### config.mk
export PLATFORM = sky130hd
export DESIGN_NAME = rolling_window_sum_or_mean_flat
export DESIGN_NICKNAME = d
export VERILOG_FILES = /design/src/rtl/core/rwsm_pkg.sv /design/src/rtl/core/rwsm_if.sv /design/src/rtl/core/rolling_window_sum_or_mean.sv /design/src/rtl/core/rwsm_ram.sv /design/src/rtl/core/rwsm_ctrl.sv /design/src/rtl/core/rwsm_dp.sv /design/src/flat_wrapper.sv
export VERILOG_INCLUDE_DIRS = /design/src /design/src/rtl/core
export SDC_FILE = /design/constraint.sdc
export NUM_CORES = 2
export LEC_CHECK = 0
export ABC_CLOCK_PERIOD_IN_PS = 7100
export BUFFER_PORTS_ARGS = -buffer_cell sky130_fd_sc_hd__buf_2
export CAP_MARGIN = 20
export CORE_MARGIN = 2
export CORE_UTILIZATION = 63
export CTS_CLUSTER_DIAMETER = 50
export DETAILED_ROUTE_END_ITERATION = 8
export GPL_ROUTABILITY_DRIVEN = 0
export PLACE_DENSITY = 0.91
export SLEW_MARGIN = 10
export SYNTH_ARGS = -nofsm -noshare
export SYNTH_HDL_FRONTEND = slang
export SYNTH_SLANG_ARGS = --single-unit
### constraint.sdc
create_clock -name clk -period 7.1 [get_ports clk]
set_input_delay 1.42 -clock clk [delete_from_list [all_inputs] [get_ports clk]]
set_output_delay 1.42 -clock clk [all_outputs]
set_load 0.02 [all_outputs]
### src/rtl/core/rolling_window_sum_or_mean_assert.svh
// Assertion helpers for the rolling window block.
`ifndef ROLLING_WINDOW_SUM_OR_MEAN_ASSERT_SVH
`define ROLLING_WINDOW_SUM_OR_MEAN_ASSERT_SVH

// Same-cycle implication.
`define RWSM_ASSERT_IMPL(lbl, clk, rst, ante, cons, msg) \
  lbl: assert property (@(posedge clk) disable iff (rst) (ante) |-> (cons)) else $error(msg);

// Next-cycle implication.
`define RWSM_ASSERT_NEXT(lbl, clk, rst, ante, cons, msg) \
  lbl: assert property (@(posedge clk) disable iff (rst) (ante) |=> (cons)) else $error(msg);

`endif

### src/rtl/core/rwsm_pkg.sv
package rwsm_pkg;

  localparam int SAMPLE_W   = 32;
  localparam int OUT_W      = 38;
  localparam int LEN_W      = 7;
  localparam int CFG_IDX_W  = 4;
  localparam int CFG_DATA_W = 7;

  localparam logic [CFG_IDX_W-1:0] REG_WINDOW_LEN = 4'd0;
  localparam logic [CFG_IDX_W-1:0] REG_MODE       = 4'd1;

  localparam logic [LEN_W-1:0] LEN_RESET = 7'd4;

  localparam logic signed [OUT_W-1:0] OUT_MAX = {1'b0, {(OUT_W-1){1'b1}}};
  localparam logic signed [OUT_W-1:0] OUT_MIN = {1'b1, {(OUT_W-1){1'b0}}};

  typedef struct packed {
    logic load;
    logic read;
    logic update;
    logic div_load;
    logic div_step;
    logic fin_load;
  } dp_cmd_t;

  typedef struct packed {
    logic emit;
    logic mode;
    logic div_done;
    logic out_free;
  } dp_sts_t;

endpackage

### src/rtl/core/rwsm_if.sv
interface rwsm_smp_if import rwsm_pkg::*; ();
  logic                       valid;
  logic                       ready;
  logic signed [SAMPLE_W-1:0] sample;
  logic                       start_req;

  modport source (output valid, output sample, output start_req, input ready);
  modport sink (input valid, input sample, input start_req, output ready);
endinterface

interface rwsm_res_if import rwsm_pkg::*; ();
  logic                    valid;
  logic                    ready;
  logic signed [OUT_W-1:0] window_value;

  modport source (output valid, output window_value, input ready);
  modport sink (input valid, input window_value, output ready);
endinterface

interface rwsm_cfg_if import rwsm_pkg::*; ();
  logic                  valid;
  logic                  ready;
  logic [CFG_IDX_W-1:0]  index;
  logic [CFG_DATA_W-1:0] data;

  modport source (output valid, output index, output data, input ready);
  modport sink (input valid, input index, input data, output ready);
endinterface

### src/rtl/core/rolling_window_sum_or_mean.sv
// Channel   Role    Payload
// samples   sink    sample (s32 Q16.16), start_req
// results   source  window_value (s38 Q22.16)
// cfg       sink    index, data (0: window_len, 1: mode)
//
// Sum mode: each word steps through accept, RAM read, update, result load; with no result the load is skipped.
// Mean mode adds the bit-serial divider steps between update and result load.
// Reset: window empty, window_len 4, mode 0; the delay line is not cleared.
// A result waiting on results holds in its register; the next sample is taken
//   meanwhile, only the following result load waits for it to drain.
// cfg is always ready.
`include "rolling_window_sum_or_mean_assert.svh"

module rolling_window_sum_or_mean import rwsm_pkg::*; #(
  parameter int MAX_WINDOW = 64
) (
  input  logic           clk,
  input  logic           rst,
  rwsm_smp_if.sink       samples,
  rwsm_res_if.source     results,
  rwsm_cfg_if.sink       cfg
);

  dp_cmd_t cmd;
  dp_sts_t sts;
  logic    in_ready;

  rwsm_ctrl u_ctrl (
    .clk      (clk),
    .rst      (rst),
    .in_valid (samples.valid),
    .in_ready (in_ready),
    .sts      (sts),
    .cmd      (cmd)
  );

  rwsm_dp #(
    .MAX_WINDOW (MAX_WINDOW)
  ) u_dp (
    .clk       (clk),
    .rst       (rst),
    .cmd       (cmd),
    .sts       (sts),
    .sample    (samples.sample),
    .start_req (samples.start_req),
    .cfg_we    (cfg.valid),
    .cfg_index (cfg.index),
    .cfg_data  (cfg.data),
    .out_valid (results.valid),
    .out_ready (results.ready),
    .out_data  (results.window_value)
  );

  assign samples.ready = in_ready;
  assign cfg.ready     = 1'b1;

  `RWSM_ASSERT_NEXT(a_one_word, clk, rst, samples.valid && samples.ready, !samples.ready, "word accepted while busy")
  `RWSM_ASSERT_IMPL(a_read_first, clk, rst, cmd.update, $past(cmd.read), "update without RAM read")
  `RWSM_ASSERT_IMPL(a_res_src, clk, rst, $rose(results.valid), $past(cmd.fin_load), "result valid without load")

endmodule

### src/rtl/core/rwsm_ram.sv
module rwsm_ram #(
  parameter int WIDTH = 32,
  parameter int DEPTH = 64
) (
  input  logic                     clk,
  input  logic                     wr_en,
  input  logic [$clog2(DEPTH)-1:0] wr_addr,
  input  logic [WIDTH-1:0]         wr_data,
  input  logic                     rd_en,
  input  logic [$clog2(DEPTH)-1:0] rd_addr,
  output logic [WIDTH-1:0]         rd_data
);

  logic [WIDTH-1:0] mem [DEPTH];

  always_ff @(posedge clk) begin
    if (wr_en) begin
      mem[wr_addr] <= wr_data;
    end
    if (rd_en) begin
      rd_data <= mem[rd_addr];
    end
  end

endmodule

### src/rtl/core/rwsm_ctrl.sv
module rwsm_ctrl import rwsm_pkg::*; (
  input  logic    clk,
  input  logic    rst,
  input  logic    in_valid,
  output logic    in_ready,
  input  dp_sts_t sts,
  output dp_cmd_t cmd
);

  localparam logic [2:0] S_IDLE = 3'd0;
  localparam logic [2:0] S_READ = 3'd1;
  localparam logic [2:0] S_UPD  = 3'd2;
  localparam logic [2:0] S_DIV  = 3'd3;
  localparam logic [2:0] S_FIN  = 3'd4;

  logic [2:0] state;
  logic [2:0] state_next;

  always_ff @(posedge clk) begin
    if (rst) begin
      state <= S_IDLE;
    end else begin
      state <= state_next;
    end
  end

  always_comb begin
    state_next = state;
    case (state)
      S_IDLE: begin
        if (in_valid) state_next = S_READ;
      end
      S_READ: begin
        state_next = S_UPD;
      end
      S_UPD: begin
        if (!sts.emit) state_next = S_IDLE;
        else if (sts.mode) state_next = S_DIV;
        else state_next = S_FIN;
      end
      S_DIV: begin
        if (sts.div_done) state_next = S_FIN;
      end
      S_FIN: begin
        if (sts.out_free) state_next = S_IDLE;
      end
      default: begin
        state_next = S_IDLE;
      end
    endcase
  end

  assign in_ready     = (state == S_IDLE);
  assign cmd.load     = (state == S_IDLE) && in_valid;
  assign cmd.read     = (state == S_READ);
  assign cmd.update   = (state == S_UPD);
  assign cmd.div_load = (state == S_UPD) && sts.emit && sts.mode;
  assign cmd.div_step = (state == S_DIV);
  assign cmd.fin_load = (state == S_FIN) && sts.out_free;

endmodule

### src/rtl/core/rwsm_dp.sv
module rwsm_dp import rwsm_pkg::*; #(
  parameter int MAX_WINDOW = 64
) (
  input  logic                         clk,
  input  logic                         rst,
  input  dp_cmd_t                      cmd,
  output dp_sts_t                      sts,
  input  logic signed [SAMPLE_W-1:0]   sample,
  input  logic                         start_req,
  input  logic                         cfg_we,
  input  logic [CFG_IDX_W-1:0]         cfg_index,
  input  logic [CFG_DATA_W-1:0]        cfg_data,
  output logic                         out_valid,
  input  logic                         out_ready,
  output logic signed [OUT_W-1:0]      out_data
);

  localparam int AW    = $clog2(MAX_WINDOW);
  localparam int SUM_W = SAMPLE_W + $clog2(MAX_WINDOW);
  localparam int IW    = ((AW > LEN_W) ? AW : LEN_W) + 1;
  localparam int CW    = $clog2(SUM_W + 1);

  logic [LEN_W-1:0]          window_len;
  logic                      mode;
  logic signed [SAMPLE_W-1:0] smp;
  logic signed [SUM_W-1:0]   total;
  logic [LEN_W-1:0]          fill;
  logic [AW-1:0]             slot;
  logic [SUM_W-1:0]          quo;
  logic [LEN_W-1:0]          rem;
  logic                      neg;
  logic [CW-1:0]             dcnt;

  logic [LEN_W-1:0]          eff_len;
  logic                      full;
  logic [IW-1:0]             slot_ext;
  logic [IW-1:0]             len_ext;
  logic [IW-1:0]             old_ext;
  logic [AW-1:0]             slot_next;
  logic [SAMPLE_W-1:0]       rd_data;
  logic signed [SUM_W-1:0]   old_term;
  logic signed [SUM_W-1:0]   total_next;
  logic [SUM_W-1:0]          total_abs;
  logic [LEN_W:0]            trial;
  logic                      trial_ge;
  logic signed [SUM_W-1:0]   mean;
  logic signed [SUM_W-1:0]   src;
  logic signed [OUT_W-1:0]   sat;

  always_comb begin
    if (window_len == '0) begin
      eff_len = LEN_W'(1);
    end else if (32'(window_len) > 32'(MAX_WINDOW)) begin
      eff_len = LEN_W'(MAX_WINDOW);
    end else begin
      eff_len = window_len;
    end
  end

  assign full     = (fill >= eff_len);
  assign slot_ext = IW'(slot);
  assign len_ext  = IW'(eff_len);
  assign old_ext  = (slot_ext >= len_ext) ? (slot_ext - len_ext)
                                          : (slot_ext + IW'(MAX_WINDOW) - len_ext);
  assign slot_next = (slot == AW'(MAX_WINDOW - 1)) ? '0 : slot + 1'b1;

  rwsm_ram #(
    .WIDTH (SAMPLE_W),
    .DEPTH (MAX_WINDOW)
  ) u_line (
    .clk     (clk),
    .wr_en   (cmd.update),
    .wr_addr (slot),
    .wr_data (smp),
    .rd_en   (cmd.read),
    .rd_addr (old_ext[AW-1:0]),
    .rd_data (rd_data)
  );

  assign old_term   = full ? SUM_W'($signed(rd_data)) : '0;
  assign total_next = total - old_term + SUM_W'(smp);
  assign total_abs  = total_next[SUM_W-1] ? SUM_W'(-total_next) : SUM_W'(total_next);

  // restoring divide, one quotient bit per cycle
  assign trial    = {rem, quo[SUM_W-1]};
  assign trial_ge = (trial >= {1'b0, eff_len});

  assign mean = neg ? -$signed(quo) : $signed(quo);
  assign src  = mode ? mean : total;

  generate
    if (SUM_W > OUT_W) begin : g_sat
      logic hi_same;
      assign hi_same = (&src[SUM_W-1:OUT_W-1]) | ~(|src[SUM_W-1:OUT_W-1]);
      assign sat = hi_same ? src[OUT_W-1:0] : (src[SUM_W-1] ? OUT_MIN : OUT_MAX);
    end else begin : g_ext
      assign sat = OUT_W'(src);
    end
  endgenerate

  assign sts.emit     = full || ((fill + 7'd1) == eff_len);
  assign sts.mode     = mode;
  assign sts.div_done = (dcnt == '0);
  assign sts.out_free = !out_valid || out_ready;

  always_ff @(posedge clk) begin
    if (rst) begin
      window_len <= LEN_RESET;
      mode       <= 1'b0;
      total      <= '0;
      fill       <= '0;
      slot       <= '0;
      dcnt       <= '0;
      out_valid  <= 1'b0;
    end else begin
      if (cfg_we) begin
        case (cfg_index)
          REG_WINDOW_LEN: begin
            window_len <= cfg_data[LEN_W-1:0];
            total      <= '0;
            fill       <= '0;
            slot       <= '0;
          end
          REG_MODE: begin
            mode <= cfg_data[0];
          end
          default: begin
          end
        endcase
      end
      if (cmd.load && start_req) begin
        total <= '0;
        fill  <= '0;
        slot  <= '0;
      end
      if (cmd.update) begin
        total <= total_next;
        slot  <= slot_next;
        if (!full) fill <= fill + 7'd1;
      end
      if (cmd.div_load) begin
        dcnt <= CW'(SUM_W);
      end else if (cmd.div_step && dcnt != '0) begin
        dcnt <= dcnt - 1'b1;
      end
      if (cmd.fin_load) begin
        out_valid <= 1'b1;
      end else if (out_ready) begin
        out_valid <= 1'b0;
      end
    end
  end

  always_ff @(posedge clk) begin
    if (cmd.load) begin
      smp <= sample;
    end
    if (cmd.div_load) begin
      quo <= total_abs;
      rem <= '0;
      neg <= total_next[SUM_W-1];
    end else if (cmd.div_step && dcnt != '0) begin
      quo <= {quo[SUM_W-2:0], trial_ge};
      rem <= trial_ge ? LEN_W'(trial - {1'b0, eff_len}) : trial[LEN_W-1:0];
    end
    if (cmd.fin_load) begin
      out_data <= sat;
    end
  end

endmodule
### src/flat_wrapper.sv
// flat-port wrapper written by rule: the top's interface ports become plain ports
module rolling_window_sum_or_mean_flat import rwsm_pkg::*;
#(
  parameter int MAX_WINDOW = 64
)
  (clk, rst, samples_valid, samples_sample, samples_start_req, samples_ready, results_valid, results_window_value, results_ready, cfg_valid, cfg_index, cfg_data, cfg_ready);
  rwsm_smp_if samples_i ();
  rwsm_res_if results_i ();
  rwsm_cfg_if cfg_i ();
  input  logic clk;
  input  logic rst;
  input wire logic [$bits(samples_i.valid)-1:0] samples_valid;
  input wire logic [$bits(samples_i.sample)-1:0] samples_sample;
  input wire logic [$bits(samples_i.start_req)-1:0] samples_start_req;
  output wire logic [$bits(samples_i.ready)-1:0] samples_ready;
  output wire logic [$bits(results_i.valid)-1:0] results_valid;
  output wire logic [$bits(results_i.window_value)-1:0] results_window_value;
  input wire logic [$bits(results_i.ready)-1:0] results_ready;
  input wire logic [$bits(cfg_i.valid)-1:0] cfg_valid;
  input wire logic [$bits(cfg_i.index)-1:0] cfg_index;
  input wire logic [$bits(cfg_i.data)-1:0] cfg_data;
  output wire logic [$bits(cfg_i.ready)-1:0] cfg_ready;
  assign samples_i.valid = samples_valid;
  assign samples_i.sample = samples_sample;
  assign samples_i.start_req = samples_start_req;
  assign samples_ready = samples_i.ready;
  assign results_valid = results_i.valid;
  assign results_window_value = results_i.window_value;
  assign results_i.ready = results_ready;
  assign cfg_i.valid = cfg_valid;
  assign cfg_i.index = cfg_index;
  assign cfg_i.data = cfg_data;
  assign cfg_ready = cfg_i.ready;
  rolling_window_sum_or_mean #(.MAX_WINDOW(MAX_WINDOW)) u_core (.clk(clk), .rst(rst), .samples(samples_i), .results(results_i), .cfg(cfg_i));
endmodule
==> impl_metrics.csv <==
group,metric,value,unit
status,status,"finished, final reports clean",
global_routing,overflow,0,
logic_synthesis,synth_commonest_cells,"edfxtp_1, mux4_2, nor2_1",
sta,setup_tns,0,ps
logic_synthesis,synth_most_common_cell,"edfxtp_1",
die,initial_core_util,0.6339,
die,die_height,386.5,um
logic_synthesis,ys_top_cells_by_area,"edfxtp_1, mux4_2, dfxtp_1, a21oi_1, ha_1",
global_routing,antenna_found_initial,21,
sta,tightestPinTransition,1326,ps
sta,min_period_over_period,0.9422,
logic_synthesis,synth_nets,4807,
clock_network,numCtsBuffers,213,
detailed_routing,first_pass_iters,8,
clock_network,cts_root_buffer,"clkbuf_16",
sta,hold_violations,0,
worst_setup_path,path_class,"reg -> reg",
logic_synthesis,synth_async_sr_flop_share,0,
global_routing,grt_usage,0.4044,
sta,skew,91.69,ps
logic_synthesis,yosys.area.top_type,"edfxtp_1",
detailed_routing,vias,54070,
power_and_ir_drop,p_per_area,293.8,nW/um^2
worst_setup_path,cp_max_fo,19,
clock_network,clock_path_buffers,3,
cells_and_area,synthToLayoutAreaGrowth,12.33,%
logic_synthesis,synth-seq-cells,2265,
detailed_routing,wl,301.3,mm
worst_setup_path,cp-end-kind,"flip-flop",
die,rows,140,
power_and_ir_drop,p_leak,33.47,nW
die,die_width,386.5,um
logic_synthesis,synth_ff_type,"edfxtp_1",
clock_network,h-tree-depth,4,
logic_synthesis,synth.top_cell.area_share,0.7133,
global_routing,first_global_vias,51820,
placement,dp_slack,323.9,ps
cells_and_area,fillCellCount,7499,
clock_network,worstSkewPairLatency,880,ps
logic_synthesis,syn_area,92160,um^2
die,die_area,149400,um^2
placement,numPortBuffers,88,
sta,grt_setup_unrepaired,"yes",
sta,max_slew_margin,0.1106,
cells_and_area,nets,5037,
min_path,hp-class,"reg -> reg",
logic_synthesis,seq_area_frac_synth,0.7298,
detailed_routing,vias_per_cell,7.721,
detailed_routing,drt-initial-drc-count,10880,
clock_network,tritoncts,"built",
worst_setup_path,required,7620,ps
die,ios,90,
detailed_routing,drc,0,
sta,setup_viol,0,
sta,fin_ws,410.7,ps
clock_network,cts_sinks,2265,
sta,finalMaxSlewViolations,0,
sta,fmax,149.5,MHz
global_routing,grt_max_degree,102,
worst_setup_path,cp.arrival,7210,ps
sta,min_period,6689,ps
cells_and_area,final_util,0.7120,
die,core_area,145400,um^2
logic_synthesis,syn_avg_cell_area,19.80,um^2
sta,worst_hold_slack,462.4,ps
clock_network,cts_hold_repair.buffers,0,
logic_synthesis,syn_inst,4655,
power_and_ir_drop,worst_ir_drop_vdd,0.0002814,V
placement,dp_hpwl,154.9,mm
logic_synthesis,ys_warn_count,0,
logic_synthesis,synth-edff-count,2189,
worst_setup_path,start_kind,"flip-flop",
clock_network,clk_pin_slew,60,ps
detailed_routing,ant_nets,0,
global_routing,grt_pass1_wl,413.4,mm
job,drv_cap,0,
logic_synthesis,yosysUniqueCellTypes,79,
cells_and_area,drive_above_1_share,0.2626,
detailed_routing,avgRoutedWirePerCell,43.03,um
[critical path, cell delays in order, from the launching register on]
cell and delay, ps:
dfxtp_1 350, nor3_1 190, a21oi_1 90, nor2_1 140
ha_1 260, nand2b_1 140, a21oi_1 160, nor2b_1 60
o21ai_0 150, nand2_1 80, o2111ai_1 160, nand2_4 180
and2_1 210, fa_1 470, inv_1 40, ha_1 400
a21o_4 300, a31oi_4 260, a211oi_2 140, o31a_1 340
or3_1 340, a2111o_1 470, or4_4 560, nand4bb_1 290
o41a_1 390, xnor2_1 150, o21ai_1 70
[through the flow]
stage | total power (W) | std cells | instance area, um^2
after detailed placement | 0.01815 | 6577 | 96060
after floorplan | 0.01717 | 4655 | 92160
after CTS | 0.03022 | 6976 | 103300
final | 0.03041 | 7003 | 103500
after global routing | 0.03087 | 6988 | 103500
after global placement | 0.01797 | 6577 | 96060
[area by class of cell]
class                   count  area (um^2)  area share
inverters                 169        634.4    0.006128
well taps                1917         2399     0.02317
diodes                     17        42.54   0.0004109
repair buffers            259         1979     0.01912
flip-flops and latches   2265        67260      0.6497
clock buffers             249         5548     0.05359
clock inverters           150         1730     0.01672
multi-input cells        1977        23930      0.2312
[power by group]
group,internal [W],total (W),switching [W]
logic,0.00115,0.00320,0.00205
registers,0.0148,0.0149,0.0000918
clock network,0.00676,0.0123,0.00553
total,0.0227,0.0304,0.00767
[cell usage in the layout, fill, tap and decap left out, types with 41 or more instances in the layout]
| master | count |
|---|---|
| a211oi_1 | 41 |
| a21oi_1 | 162 |
| and2_1 | 47 |
| buf_2 | 88 |
| buf_4 | 145 |
| clkbuf_16 | 215 |
| clkinv_1 | 49 |
| clkinv_2 | 41 |
| dfxtp_1 | 75 |
| edfxtp_1 | 2189 |
| ha_1 | 63 |
| inv_1 | 169 |
| mux2i_1 | 44 |
| mux4_2 | 640 |
| nand2_1 | 145 |
| nand3_1 | 53 |
| nor2_1 | 127 |
| nor2_4 | 65 |
| nor2b_1 | 49 |
| o21ai_0 | 93 |
| xnor2_1 | 44 |
| xor2_1 | 71 |
[registers in the layout, summed over array words and instances (netlist names)]
name	count
u_core.u_dp.slot	6
u_core.u_ctrl.state	3
u_core.u_dp.out_valid	1
u_core.u_dp.out_data	38
u_core.u_dp.u_line.mem	2048
u_core.u_dp.quo	38
u_core.u_dp.total	38
u_core.u_dp.fill	7
u_core.u_dp.neg	1
u_core.u_dp.mode	1
u_core.u_dp.rem	7
u_core.u_dp.smp	32
u_core.u_dp.dcnt	6
u_core.u_dp.window_len	7
u_core.u_dp.u_line.rd_data	32
[what timing repair did]
action / CTS / global route
setup endpoints to repair: 0 / 33
setup buffers: 0 / 0
resized for setup: 0 / 5
hold endpoints to repair: 0 / 0
[final timing paths]
check        slack (ps)                                   start  cells after the start                               to
max                 410  u_core.u_dp.window_len[1]$_SDFFE_PP0P_                     26    u_core.u_dp.quo[34]$_DFFE_PP_
min                 460         u_core.u_dp.rem[6]$_SDFFE_PP0P_                      2  u_core.u_dp.rem[6]$_SDFFE_PP0P_
max reg2reg         410  u_core.u_dp.window_len[1]$_SDFFE_PP0P_                     26    u_core.u_dp.quo[34]$_DFFE_PP_
min reg2reg         460         u_core.u_dp.rem[6]$_SDFFE_PP0P_                      2  u_core.u_dp.rem[6]$_SDFFE_PP0P_
[cells by family after synthesis]
family | count (synthesis) | synth area share
AOI/OAI and AO/OA | 443 | 0.03025
xor gates and xnor gates | 119 | 0.01131
muxes | 685 | 0.1613
adders and majority gates | 103 | 0.01716
DFF | 2265 | 0.7298
other | 1 | 0.00004069
and+or+nand+nor | 626 | 0.03307
buffers and inverters | 413 | 0.01708
[routing by layer]
layer  GRT usage  share of wire  wire length, um
met5     0.01299         0.0015              452
met4      0.2962           0.10            30200
met3      0.1286           0.15            44930
met2      0.6236           0.46           138600
met1      0.4831           0.29            87100
Note: power is estimated with default switching activity, not from simulation.
